`src/rtl/cdq_pkg.sv`:
```
// Shared types and codes for the circular double-ended queue.
`timescale 1ns / 1ps
`default_nettype none

package cdq_pkg;

    // Operation codes carried on the func field
    typedef enum logic [2:0] {
        FN_PUSH_FRONT = 3'd0,
        FN_PUSH_BACK  = 3'd1,
        FN_POP_FRONT  = 3'd2,
        FN_POP_BACK   = 3'd3,
        FN_PEEK_FRONT = 3'd4,
        FN_PEEK_BACK  = 3'd5
    } func_t;

    // Result status codes
    localparam logic [1:0] ST_OK    = 2'd0;
    localparam logic [1:0] ST_FULL  = 2'd1;
    localparam logic [1:0] ST_EMPTY = 2'd2;

    // Data word returned for pushes, refusals and unused codes
    localparam logic signed [31:0] MOST_NEG = 32'sh8000_0000;

    // Controller states
    typedef enum logic [1:0] {
        S_IDLE,
        S_EXEC,
        S_LOAD
    } state_t;

    // Commands from controller to datapath
    typedef struct packed {
        logic capture;
        logic exec;
        logic load;
    } cdq_cmd_t;

    // Status from datapath to controller
    typedef struct packed {
        logic out_free;
    } cdq_stat_t;

endpackage

`default_nettype wire

```
`src/rtl/circular_double_ended_queue.sv`:
```
// Top level of the circular double-ended queue.
`timescale 1ns / 1ps
`default_nettype none

// Double-ended queue of DEPTH signed 32-bit words held in a circular
// single-port memory with head and tail pointers and an entry count. Each
// input transfer carries one operation (push/pop/peek at front or back) and
// yields exactly one result transfer with the popped or peeked word, a
// status code and the occupancy after the operation. One item is in work
// at a time. The input transfer captures the item, the next cycle runs the
// single memory access with registered read data, and the load state then
// fills the result register once that register is free. The next input
// transfer is accepted only after the load, so a new item is never taken
// before the last one is through. While a result waits in the output
// register the next item still executes, but its load, and with it the
// input, stalls until the waiting result is transferred. The memory needs
// no clearing after reset; only written slots are ever read.
module circular_double_ended_queue
    import cdq_pkg::*;
#(
    parameter int DEPTH = 128
) (
    input  wire logic               aclk,
    input  wire logic               aresetn,
    input  wire logic               s_valid,
    output logic                    s_ready,
    input  wire logic        [2:0]  s_func,
    input  wire logic signed [31:0] s_data_in,
    output logic                    m_valid,
    input  wire logic               m_ready,
    output logic signed [31:0]      m_data_out,
    output logic        [1:0]       m_status,
    output logic        [7:0]       m_occupancy
);

    cdq_cmd_t  cmd;
    cdq_stat_t stat;

    cdq_ctrl u_ctrl (
        .aclk    (aclk),
        .aresetn (aresetn),
        .s_valid (s_valid),
        .s_ready (s_ready),
        .cmd     (cmd),
        .stat    (stat)
    );

    cdq_datapath #(
        .DEPTH (DEPTH)
    ) u_datapath (
        .aclk        (aclk),
        .aresetn     (aresetn),
        .cmd         (cmd),
        .stat        (stat),
        .s_func      (s_func),
        .s_data_in   (s_data_in),
        .m_valid     (m_valid),
        .m_ready     (m_ready),
        .m_data_out  (m_data_out),
        .m_status    (m_status),
        .m_occupancy (m_occupancy)
    );

    // Refused operations never carry data
    a_refuse_data: assert property (@(posedge aclk) disable iff (!aresetn)
        m_valid && (m_status == ST_FULL || m_status == ST_EMPTY)
            |-> m_data_out == MOST_NEG)
        else $error("refused operation returned data");

    // An empty refusal reports an empty queue
    a_empty_occ: assert property (@(posedge aclk) disable iff (!aresetn)
        m_valid && m_status == ST_EMPTY |-> m_occupancy == 8'd0)
        else $error("empty status with nonzero occupancy");

    // Only one item is in work at a time
    a_one_item: assert property (@(posedge aclk) disable iff (!aresetn)
        s_valid && s_ready |=> !s_ready)
        else $error("second transfer accepted while busy");

endmodule

`default_nettype wire

```
`src/rtl/cdq_ctrl.sv`:
```
// Controller state machine that sequences capture, execute and result load.
`timescale 1ns / 1ps
`default_nettype none

module cdq_ctrl
    import cdq_pkg::*;
(
    input  wire logic      aclk,
    input  wire logic      aresetn,
    input  wire logic      s_valid,
    output logic           s_ready,
    output cdq_cmd_t       cmd,
    input  wire cdq_stat_t stat
);

    state_t state_reg;
    state_t state_next;

    // Hold the state register
    always_ff @(posedge aclk) begin
        if (!aresetn) begin
            state_reg <= S_IDLE;
        end else begin
            state_reg <= state_next;
        end
    end

    // Advance through capture, execute and load
    always_comb begin
        state_next  = state_reg;
        s_ready     = 1'b0;
        cmd.capture = 1'b0;
        cmd.exec    = 1'b0;
        cmd.load    = 1'b0;
        case (state_reg)
            S_IDLE: begin
                s_ready = 1'b1;
                if (s_valid) begin
                    cmd.capture = 1'b1;
                    state_next  = S_EXEC;
                end
            end
            S_EXEC: begin
                cmd.exec   = 1'b1;
                state_next = S_LOAD;
            end
            S_LOAD: begin
                if (stat.out_free) begin
                    cmd.load   = 1'b1;
                    state_next = S_IDLE;
                end
            end
            default: begin
                state_next = S_IDLE;
            end
        endcase
    end

endmodule

`default_nettype wire

```
`src/rtl/cdq_datapath.sv`:
```
// Datapath: slot memory, head and tail pointers, count and result register.
`timescale 1ns / 1ps
`default_nettype none

module cdq_datapath
    import cdq_pkg::*;
#(
    parameter int DEPTH = 128
) (
    input  wire logic               aclk,
    input  wire logic               aresetn,
    input  wire cdq_cmd_t           cmd,
    output cdq_stat_t               stat,
    input  wire logic        [2:0]  s_func,
    input  wire logic signed [31:0] s_data_in,
    output logic                    m_valid,
    input  wire logic               m_ready,
    output logic signed [31:0]      m_data_out,
    output logic        [1:0]       m_status,
    output logic        [7:0]       m_occupancy
);

    localparam int PTR_W = (DEPTH > 1) ? $clog2(DEPTH) : 1;
    localparam int CNT_W = $clog2(DEPTH + 1);
    localparam logic [PTR_W-1:0] PTR_LAST = PTR_W'(DEPTH - 1);
    localparam logic [CNT_W-1:0] CNT_FULL = CNT_W'(DEPTH);

    // Slot memory
    logic signed [31:0] mem [DEPTH];

    logic        [2:0]       func_reg;
    logic signed [31:0]      din_reg;
    logic        [PTR_W-1:0] head_reg, head_next;
    logic        [PTR_W-1:0] tail_reg, tail_next;
    logic        [CNT_W-1:0] count_reg, count_next;
    logic        [1:0]       stat_reg, stat_next;
    logic                    rd_sel_reg, rd_sel_next;
    logic signed [31:0]      rdata_reg;
    logic                    m_valid_reg;
    logic signed [31:0]      data_out_reg;
    logic        [1:0]       status_out_reg;
    logic        [7:0]       occ_out_reg;

    logic                    mem_we;
    logic                    mem_re;
    logic        [PTR_W-1:0] mem_addr;
    logic        [PTR_W-1:0] head_dec, tail_inc;
    logic        [PTR_W-1:0] head_inc, tail_dec;
    logic        [CNT_W+7:0] count_ext;
    logic                    q_empty, q_full, q_last;

    assign head_dec  = (head_reg == '0) ? PTR_LAST : head_reg - 1'b1;
    assign head_inc  = (head_reg == PTR_LAST) ? '0 : head_reg + 1'b1;
    assign tail_dec  = (tail_reg == '0) ? PTR_LAST : tail_reg - 1'b1;
    assign tail_inc  = (tail_reg == PTR_LAST) ? '0 : tail_reg + 1'b1;
    assign q_empty   = (count_reg == '0);
    assign q_full    = (count_reg == CNT_FULL);
    assign q_last    = (count_reg == CNT_W'(1));
    assign count_ext = {8'd0, count_reg};

    // Capture the incoming transfer
    always_ff @(posedge aclk) begin
        if (cmd.capture) begin
            func_reg <= s_func;
            din_reg  <= s_data_in;
        end
    end

    // Decode the operation and compute pointer, count and memory access
    always_comb begin
        head_next   = head_reg;
        tail_next   = tail_reg;
        count_next  = count_reg;
        stat_next   = ST_OK;
        rd_sel_next = 1'b0;
        mem_we      = 1'b0;
        mem_re      = 1'b0;
        mem_addr    = head_reg;
        case (func_reg)
            FN_PUSH_FRONT, FN_PUSH_BACK: begin
                if (q_full) begin
                    stat_next = ST_FULL;
                end else begin
                    mem_we     = 1'b1;
                    count_next = count_reg + 1'b1;
                    if (q_empty) begin
                        head_next = '0;
                        tail_next = '0;
                        mem_addr  = '0;
                    end else if (func_reg == FN_PUSH_FRONT) begin
                        head_next = head_dec;
                        mem_addr  = head_dec;
                    end else begin
                        tail_next = tail_inc;
                        mem_addr  = tail_inc;
                    end
                end
            end
            FN_POP_FRONT, FN_POP_BACK, FN_PEEK_FRONT, FN_PEEK_BACK: begin
                if (q_empty) begin
                    stat_next = ST_EMPTY;
                end else begin
                    mem_re      = 1'b1;
                    rd_sel_next = 1'b1;
                    if (func_reg == FN_POP_FRONT || func_reg == FN_PEEK_FRONT) begin
                        mem_addr = head_reg;
                    end else begin
                        mem_addr = tail_reg;
                    end
                    if (func_reg == FN_POP_FRONT || func_reg == FN_POP_BACK) begin
                        count_next = count_reg - 1'b1;
                        if (q_last) begin
                            head_next = '0;
                            tail_next = '0;
                        end else if (func_reg == FN_POP_FRONT) begin
                            head_next = head_inc;
                        end else begin
                            tail_next = tail_dec;
                        end
                    end
                end
            end
            default: begin
                stat_next = ST_OK;
            end
        endcase
    end

    // Write and read the slot memory
    always_ff @(posedge aclk) begin
        if (cmd.exec && mem_we) begin
            mem[mem_addr] <= din_reg;
        end
        if (cmd.exec && mem_re) begin
            rdata_reg <= mem[mem_addr];
        end
    end

    // Update queue state on execute
    always_ff @(posedge aclk) begin
        if (!aresetn) begin
            head_reg  <= '0;
            tail_reg  <= '0;
            count_reg <= '0;
        end else if (cmd.exec) begin
            head_reg  <= head_next;
            tail_reg  <= tail_next;
            count_reg <= count_next;
        end
    end

    // Hold the per-item status until the result is loaded
    always_ff @(posedge aclk) begin
        if (cmd.exec) begin
            stat_reg   <= stat_next;
            rd_sel_reg <= rd_sel_next;
        end
    end

    // Output register: load a result, drop it once transferred
    always_ff @(posedge aclk) begin
        if (!aresetn) begin
            m_valid_reg <= 1'b0;
        end else if (cmd.load) begin
            m_valid_reg <= 1'b1;
        end else if (m_ready) begin
            m_valid_reg <= 1'b0;
        end
    end

    always_ff @(posedge aclk) begin
        if (cmd.load) begin
            data_out_reg   <= rd_sel_reg ? rdata_reg : MOST_NEG;
            status_out_reg <= stat_reg;
            occ_out_reg    <= count_ext[7:0];
        end
    end

    assign stat.out_free = !m_valid_reg || m_ready;
    assign m_valid       = m_valid_reg;
    assign m_data_out    = data_out_reg;
    assign m_status      = status_out_reg;
    assign m_occupancy   = occ_out_reg;

endmodule

`default_nettype wire

```
`config.mk`:
```
export PLATFORM = sky130hd
export DESIGN_NAME = circular_double_ended_queue
export DESIGN_NICKNAME = d
export VERILOG_FILES = /design/src/rtl/cdq_pkg.sv /design/src/rtl/circular_double_ended_queue.sv /design/src/rtl/cdq_ctrl.sv /design/src/rtl/cdq_datapath.sv
export SDC_FILE = /design/constraint.sdc
export NUM_CORES = 2
export LEC_CHECK = 0
export BUFFER_PORTS_ARGS = -buffer_cell sky130_fd_sc_hd__buf_2
export CAP_MARGIN = 30
export CORE_ASPECT_RATIO = 1.75
export CORE_UTILIZATION = 63
export CTS_BUF_LIST = sky130_fd_sc_hd__clkbuf_4 sky130_fd_sc_hd__clkbuf_8 sky130_fd_sc_hd__clkbuf_16
export DETAILED_ROUTE_END_ITERATION = 10
export GPL_TIMING_DRIVEN = 0
export PLACE_DENSITY = 0.81
export SETUP_SLACK_MARGIN = 0.3
export SYNTH_ARGS = -nofsm -noshare
export SYNTH_HDL_FRONTEND = slang
export SYNTH_SLANG_ARGS = --single-unit
export TNS_END_PERCENT = 20
```
`constraint.sdc`:
```
create_clock -name aclk -period 6.7 [get_ports aclk]
set_input_delay 0.335 -clock aclk [delete_from_list [all_inputs] [get_ports aclk]]
set_output_delay 0.335 -clock aclk [all_outputs]
set_load 0.01 [all_outputs]
```
==> results summary, run 1 <==
The flow did not finish. The flow stopped in global routing (5_1_grt). The first error in the log reads "[ERROR GRT-0232] Routing congestion too high. Check the congestion heatmap in the GUI". The number of synthesized flops with an enable pin is 4208.

The all-layer global routing usage came out at 0.645. The post-synthesis instance area came out at 161000 sq um. Entering global routing, the biggest net connects 41 pins. The clock sink total came out at 4233.

The unique cell type count in the Yosys netlist is 68. The number of nets in the synthesized netlist came out at 7278. The total half-perimeter wirelength after legalization and detailed placement came out at 326 mm. The average cell area after synthesis is 22.3 sq um. The top-level port count came out at 83. The vertical die dimension is 671 um. The number of instances in the synthesized netlist came out at 7231. The number of H-tree levels came out at 5. The initial core utilization came out at 0.633. The number of antenna violations at the first check in global routing came to 182. The count of buffers from port buffering is 82.

The flop and latch count out of synthesis came out at 4233. The instance area at placement is 174000 sq um. After the last repair the worst path ends at a register data pin. The floorplan die width came out at 384 um. The warning count from the yosys run is 0. The predominant post-synthesis flop cell is sky130_fd_sc_hd__edfxtp_1. Buffers inserted during clock tree synthesis total 351. The total congestion overflow after global routing is 8.

For this run, asynchronously set or reset flops after synthesis account for 0. At the end of routability-driven placement, the weighted congestion stood at 0.974. The setup slack after placement came out at 0.0536 ns. The number of rows in the core area came out at 245.

The share of synthesized area in the top cell type comes to 0.784. sky130_fd_sc_hd__edfxtp_1 takes more of the synthesized area than any other cell. Of the synthesized area, sequential elements account for 0.788. The maximum buffer depth of the clock tree came out at 4. The cell sitting at the root of the clock tree is a sky130_fd_sc_hd__clkbuf_16. By area the synthesized netlist is led by sky130_fd_sc_hd__edfxtp_1 (78%), sky130_fd_sc_hd__mux4_2 (14%), sky130_fd_sc_hd__a22oi_1 (1.5%). When the last timing repair stopped, the worst path ended at u_datapath.mem[50][14]$_DFFE_PP_/DE.
[synthesized netlist by cell type (all sizes together), types with 3 or more instances]
master and n:
edfxtp 4208, mux4 1021, a22oi 321, clkbuf 218, buf 212, a21oi 208, nand3 175, nor2 174
nand2 154, nand4 108, mux2i 69, o21ai 55, nor3 41, and2 39, nor4 35, o22ai 34
dfxtp 25, inv 13, nand2b 10, ha 8, xnor2 8, a311oi 7, and3 7, xor2 7
a211oi 6, o211ai 4, o31ai 4, or3 4, a22o 3, a31oi 3, mux2 3, nor2b 3
o21a 3, o221ai 3, o32ai 3, or2 3
[cell families after synthesis]
| kind of cell | synth area share |
|---|---|
| flops | 0.788 |
| fa+ha+maj | 0.000621 |
| buf+inv | 0.0132 |
| mux | 0.147 |
| compound gates | 0.0276 |
| simple gates | 0.0230 |
| xor+xnor | 0.000816 |
[per-stage QoR]
| step | instances | TNS, ns | util |
|---|---|---|---|
| 3_5_place_dp | 11000 | 0 | 0.686 |
| 2_1_floorplan | 7231 | 0 | - |
| 3_3_place_gp | 10600 | -4171.50 | 0.651 |
| 4_1_cts | 11700 | 0 | 0.734 |
[routing by layer]
layer,overflow,global-route usage
met2,4,0.816
met3,0,0.501
met5,0,0.306
met4,4,0.655
met1,0,0.610
[repair_timing]
action	4_1_cts
setup buffers	12
hold buffers	39
endpoints found under the setup margin	780
gates resized for setup	15
hold endpoints to repair	42
pin swaps	7
==> run 2, diff against run 1 <==
Settings changed: CORE_ASPECT_RATIO 1.75 to not set, CORE_UTILIZATION 63 to 40, CTS_BUF_LIST sky130_fd_sc_hd__clkbuf_4 sky130_fd_sc_hd__clkbuf_8 sky130_fd_sc_hd__clkbuf_16 to not set, PLACE_DENSITY 0.81 to not set, PLACE_DENSITY_LB_ADDON set to 0.15, SETUP_SLACK_MARGIN 0.3 to not set.
==> run 2 against run 1 <==
The flow now finishes, with violations (setup timing); synthesized cell count did not move; synthesized area did not move.
==> results summary, run 2 <==
The run finished, with violations left. The checks that failed: setup timing. The clock sink total is 4233. The data required time of the worst path is 7.31 ns. The first-pass detailed-route iteration total is 6. The highest clock frequency the design can meet came out at 148 MHz. The post-synthesis instance area came out at 161000 sq um.

The average cell area after synthesis is 22.3 sq um. For the worst setup path, the data arrival time is 7.34 ns. Summing all non-filler instances in the final layout gives an area of 193000 sq um. The number of nets in the final layout came out at 8257. The worst hold slack after final layout came out at 0.0796 ns. In the layout the commonest cells are sky130_fd_sc_hd__edfxtp_1 (4208), sky130_fd_sc_hd__mux4_2 (1021), sky130_fd_sc_hd__clkbuf_16 (450).

The share of total power in the clock network came out at 0.419. Measured along the x axis, the die boundary spans 637 um. For this run, the share of the core covered by cells in the final layout is 0.482.

The transition at the pin with the smallest max-transition slack is 1.09 ns. The number of H-tree levels came out at 5. The average via count per standard cell came out at 5.82. The vertical die dimension is 637 um. The number of rows in the core area came out at 232. The total congestion overflow after global routing is 0.

For this design the total switching power over the nets is 0.0129 W. For this block, the routed nets add up to 466 mm of wire. The number of antenna violations at the first check in global routing was 30. After layout, the minimum clock period comes to 6.74 ns.

The number of standard cells in the final layout excluding fillers came out at 13900. The area share of the leading cell type in the synthesized netlist is 0.784. The worst setup margin is -0.0390 ns. The category of the worst setup path capture point is a flop. The number of placed instances, taps included is 12900. The die area is 405000 sq um. The fraction of the cycle the final worst path needs is 1.01. The synthesized design spends more area on one cell type than any other, namely sky130_fd_sc_hd__edfxtp_1. Counting flops per register, the top entry is u_datapath.mem. The number of synthesized flops with an enable pin came out at 4208. In this run the worst setup path begins at u_datapath.count_reg[0].

The routed wirelength normalized by instance count is 33.6 um. Along the worst path, the maximum fanout reaches 10. Cell internal power was estimated by the tool at 0.0445 W. In the global route stage, overall resource usage came out at 0.227. The instance area at placement is 177000 sq um. In the routed design, unresolved DRC markers number 0. The share of the yosys chip area belonging to registers came out at 0.788. Summed over all nets, the half-perimeter wirelength after detailed placement is 331 mm. The wire length of the first global-routing pass came out at 646 mm.

The TritonCTS clock tree is yes. 83 I/O pins were placed. The standby leakage power is 60.0 nW. The switching part of the total power is 0.224.

The worst hold path belongs to the class input pin to flop. The initial core utilization is 0.403. The number of nets in the synthesized netlist came out at 7278. The register with the most flip-flops in the layout has 4096 of them. The final setup skew came out at 0.0634 ns. The number of global-route vias before repair is 81300. Headroom to the max-slew limit came out at 0.271.

The congestion estimate from routability-driven global placement came to 0.888. STA classifies the critical path startpoint as a flop. Setup repair after global routing could not meet its margin everywhere.

The number of clock buffers added by TritonCTS is 444. By instance count, the leading cell after synthesis is sky130_fd_sc_hd__edfxtp_1. The most used flip-flop cell after synthesis is sky130_fd_sc_hd__edfxtp_1. In this run the deepest clock path goes through 4 buffers. The worst reg-to-reg setup slack is -0.04 ns. The type of the setup path with the least slack is flop to flop. The pin count of the biggest net entering global routing is 35. The area growth from synthesis to final layout came out at 19.6%. After clock tree synthesis, the clock-pin slew on the worst setup and hold paths is 0.06 ns. The core footprint is 400000 sq um. The fraction of registers with async set or reset after synthesis came out at 0. The count of endpoints failing hold in the final timing report came out at 0. The share of post-route cells with drive strength above 1 came out at 0.288. The count of buffers from port buffering is 82.

By area the synthesized netlist is led by sky130_fd_sc_hd__edfxtp_1 (78%), sky130_fd_sc_hd__mux4_2 (14%), sky130_fd_sc_hd__a22oi_1 (1.5%). In this run the critical register-to-register path is captured at u_datapath.rdata_reg[31]. The number of cells on the worst reg-to-reg path is 15. The number of pins exceeding their max-slew limit in the final report came out at 0. The maximum ir drop on the vdd rail is 0.231 mV.

For this block, the initial DRC count from the detailed router was 9006. The total of endpoints with negative setup slack in the final report came out at 1. The clock network latency to the later pin of the worst-skew pair came out at 1.00 ns.

The sequential fraction of design power came out at 0.511. The capturing element of the worst setup path is u_datapath.rdata_reg[31]. The tool flagged a number of max-cap violations equal to 0. In this run, distinct cell masters in the synthesized netlist total 68. The number of instances in the synthesized netlist came out at 7231. The tree is rooted in a sky130_fd_sc_hd__clkbuf_16. The number of fillers in the final layout is 32500.

The startpoint of the worst register-to-register path is u_datapath.count_reg[0]. The warning count from the yosys run is 0. The power per standard cell area came out at 298 nW/um^2. The number of antenna-violating nets in the routed design came out at 0. The library cell used most frequently in the layout, excluding fill and tap cells, is sky130_fd_sc_hd__edfxtp_1. Counting flops and latches in the post-synthesis netlist gives 4233. The total number of vias came out at 80800.

Counting instances in the post-synthesis netlist gives the leading cell types as sky130_fd_sc_hd__edfxtp_1 (4208), sky130_fd_sc_hd__mux4_2 (1021), sky130_fd_sc_hd__a22oi_1 (321), sky130_fd_sc_hd__clkbuf_1 (218), sky130_fd_sc_hd__a21oi_1 (208). Of the total power, combinational logic draws 0.070.
[run 2: cell type report]
type                            count  area [sq um]  share of cell area
Sequential cell                  4233        127000               0.658
Multi-Input combinational cell   2557         33300               0.173
Clock buffer                      551         11700              0.0606
Timing Repair Buffer              532          9550              0.0495
Tap cell                         5265          6590              0.0342
Clock inverter                    270          2450              0.0127
Buffer                            429          2110              0.0110
Antenna cell                       25          62.6            0.000325
Inverter                           13          48.8            0.000253
[run 2: metrics by stage]
stage	setup TNS, ns	total power (W)	setup slack (ns)
2_1_floorplan	0	0.0319	1.84
3_3_place_gp	-6155.49	0.0335	-2.28
3_5_place_dp	-46.29	0.0339	-0.548
4_1_cts	0	0.0578	0.00266
5_1_grt	-0.109	0.0589	-0.0574
6_report	-0.0390	0.0574	-0.0390
[run 2: cell families after synthesis]
group	synth area share
AND/OR/NAND/NOR	0.0230
XOR/XNOR	0.000816
AO/OA/AOI/OAI	0.0276
buffers and inverters	0.0132
multiplexers	0.147
adder cells (fa/ha/maj)	0.000621
flip-flops	0.788
[run 2: power by group through the flow]
stage               Clock [W]  Combinational (W)  Sequential [W]
floorplan                   0            0.00185          0.0301
global placement            0            0.00306          0.0304
detailed placement          0            0.00402          0.0299
CTS                    0.0244            0.00405          0.0293
global route           0.0254            0.00421          0.0293
finish                 0.0241            0.00403          0.0293
[run 2: worst min path at each step]
stage / cells past startpoint / to / startpoint
6_report: 2 / u_datapath.din_reg[19] / s_data_in[19]
5_1_grt: 2 / u_datapath.din_reg[19] / s_data_in[19]
4_1_cts: 2 / u_datapath.din_reg[19] / s_data_in[19]
3_5_place_dp: 0 / u_datapath.m_status[0] / u_datapath.stat_reg[0]
3_3_place_gp: 0 / u_datapath.m_status[1] / u_datapath.stat_reg[1]
2_1_floorplan: 0 / u_datapath.m_status[0] / u_datapath.stat_reg[0]
[run 2: critical path: stages (launching register included)]
cell and delay (ns):
sky130_fd_sc_hd__dfxtp_1 0.41, sky130_fd_sc_hd__inv_1 0.12, sky130_fd_sc_hd__ha_1 0.18, sky130_fd_sc_hd__or3b_1 0.35
sky130_fd_sc_hd__buf_2 0.20, sky130_fd_sc_hd__o31ai_2 0.32, sky130_fd_sc_hd__mux2i_1 0.15, sky130_fd_sc_hd__o211ai_1 0.62
sky130_fd_sc_hd__buf_2 0.59, sky130_fd_sc_hd__buf_4 0.45, sky130_fd_sc_hd__buf_1 0.75, sky130_fd_sc_hd__mux4_2 0.42
sky130_fd_sc_hd__mux2i_1 0.26, sky130_fd_sc_hd__o22ai_1 0.25, sky130_fd_sc_hd__nor4_1 0.75, sky130_fd_sc_hd__nand3_1 0.49
[run 2: repair_timing]
action	4_1_cts	5_1_grt
setup endpoints to repair	597	678
endpoints found under the hold margin	57	0
hold buffers	50	0
gates resized for setup	16	14
cloned	2	0
pin swaps	4	4
setup buffers	10	10
[run 2: routing by layer]
layer	GRT usage	wire length, um	share of wire
met5	0	344	0.00074
met1	0.316	193000	0.42
met2	0.366	223000	0.48
met4	0.0679	15400	0.033
met3	0.0411	33000	0.071
Note: power is estimated with default switching activity, not from simulation.
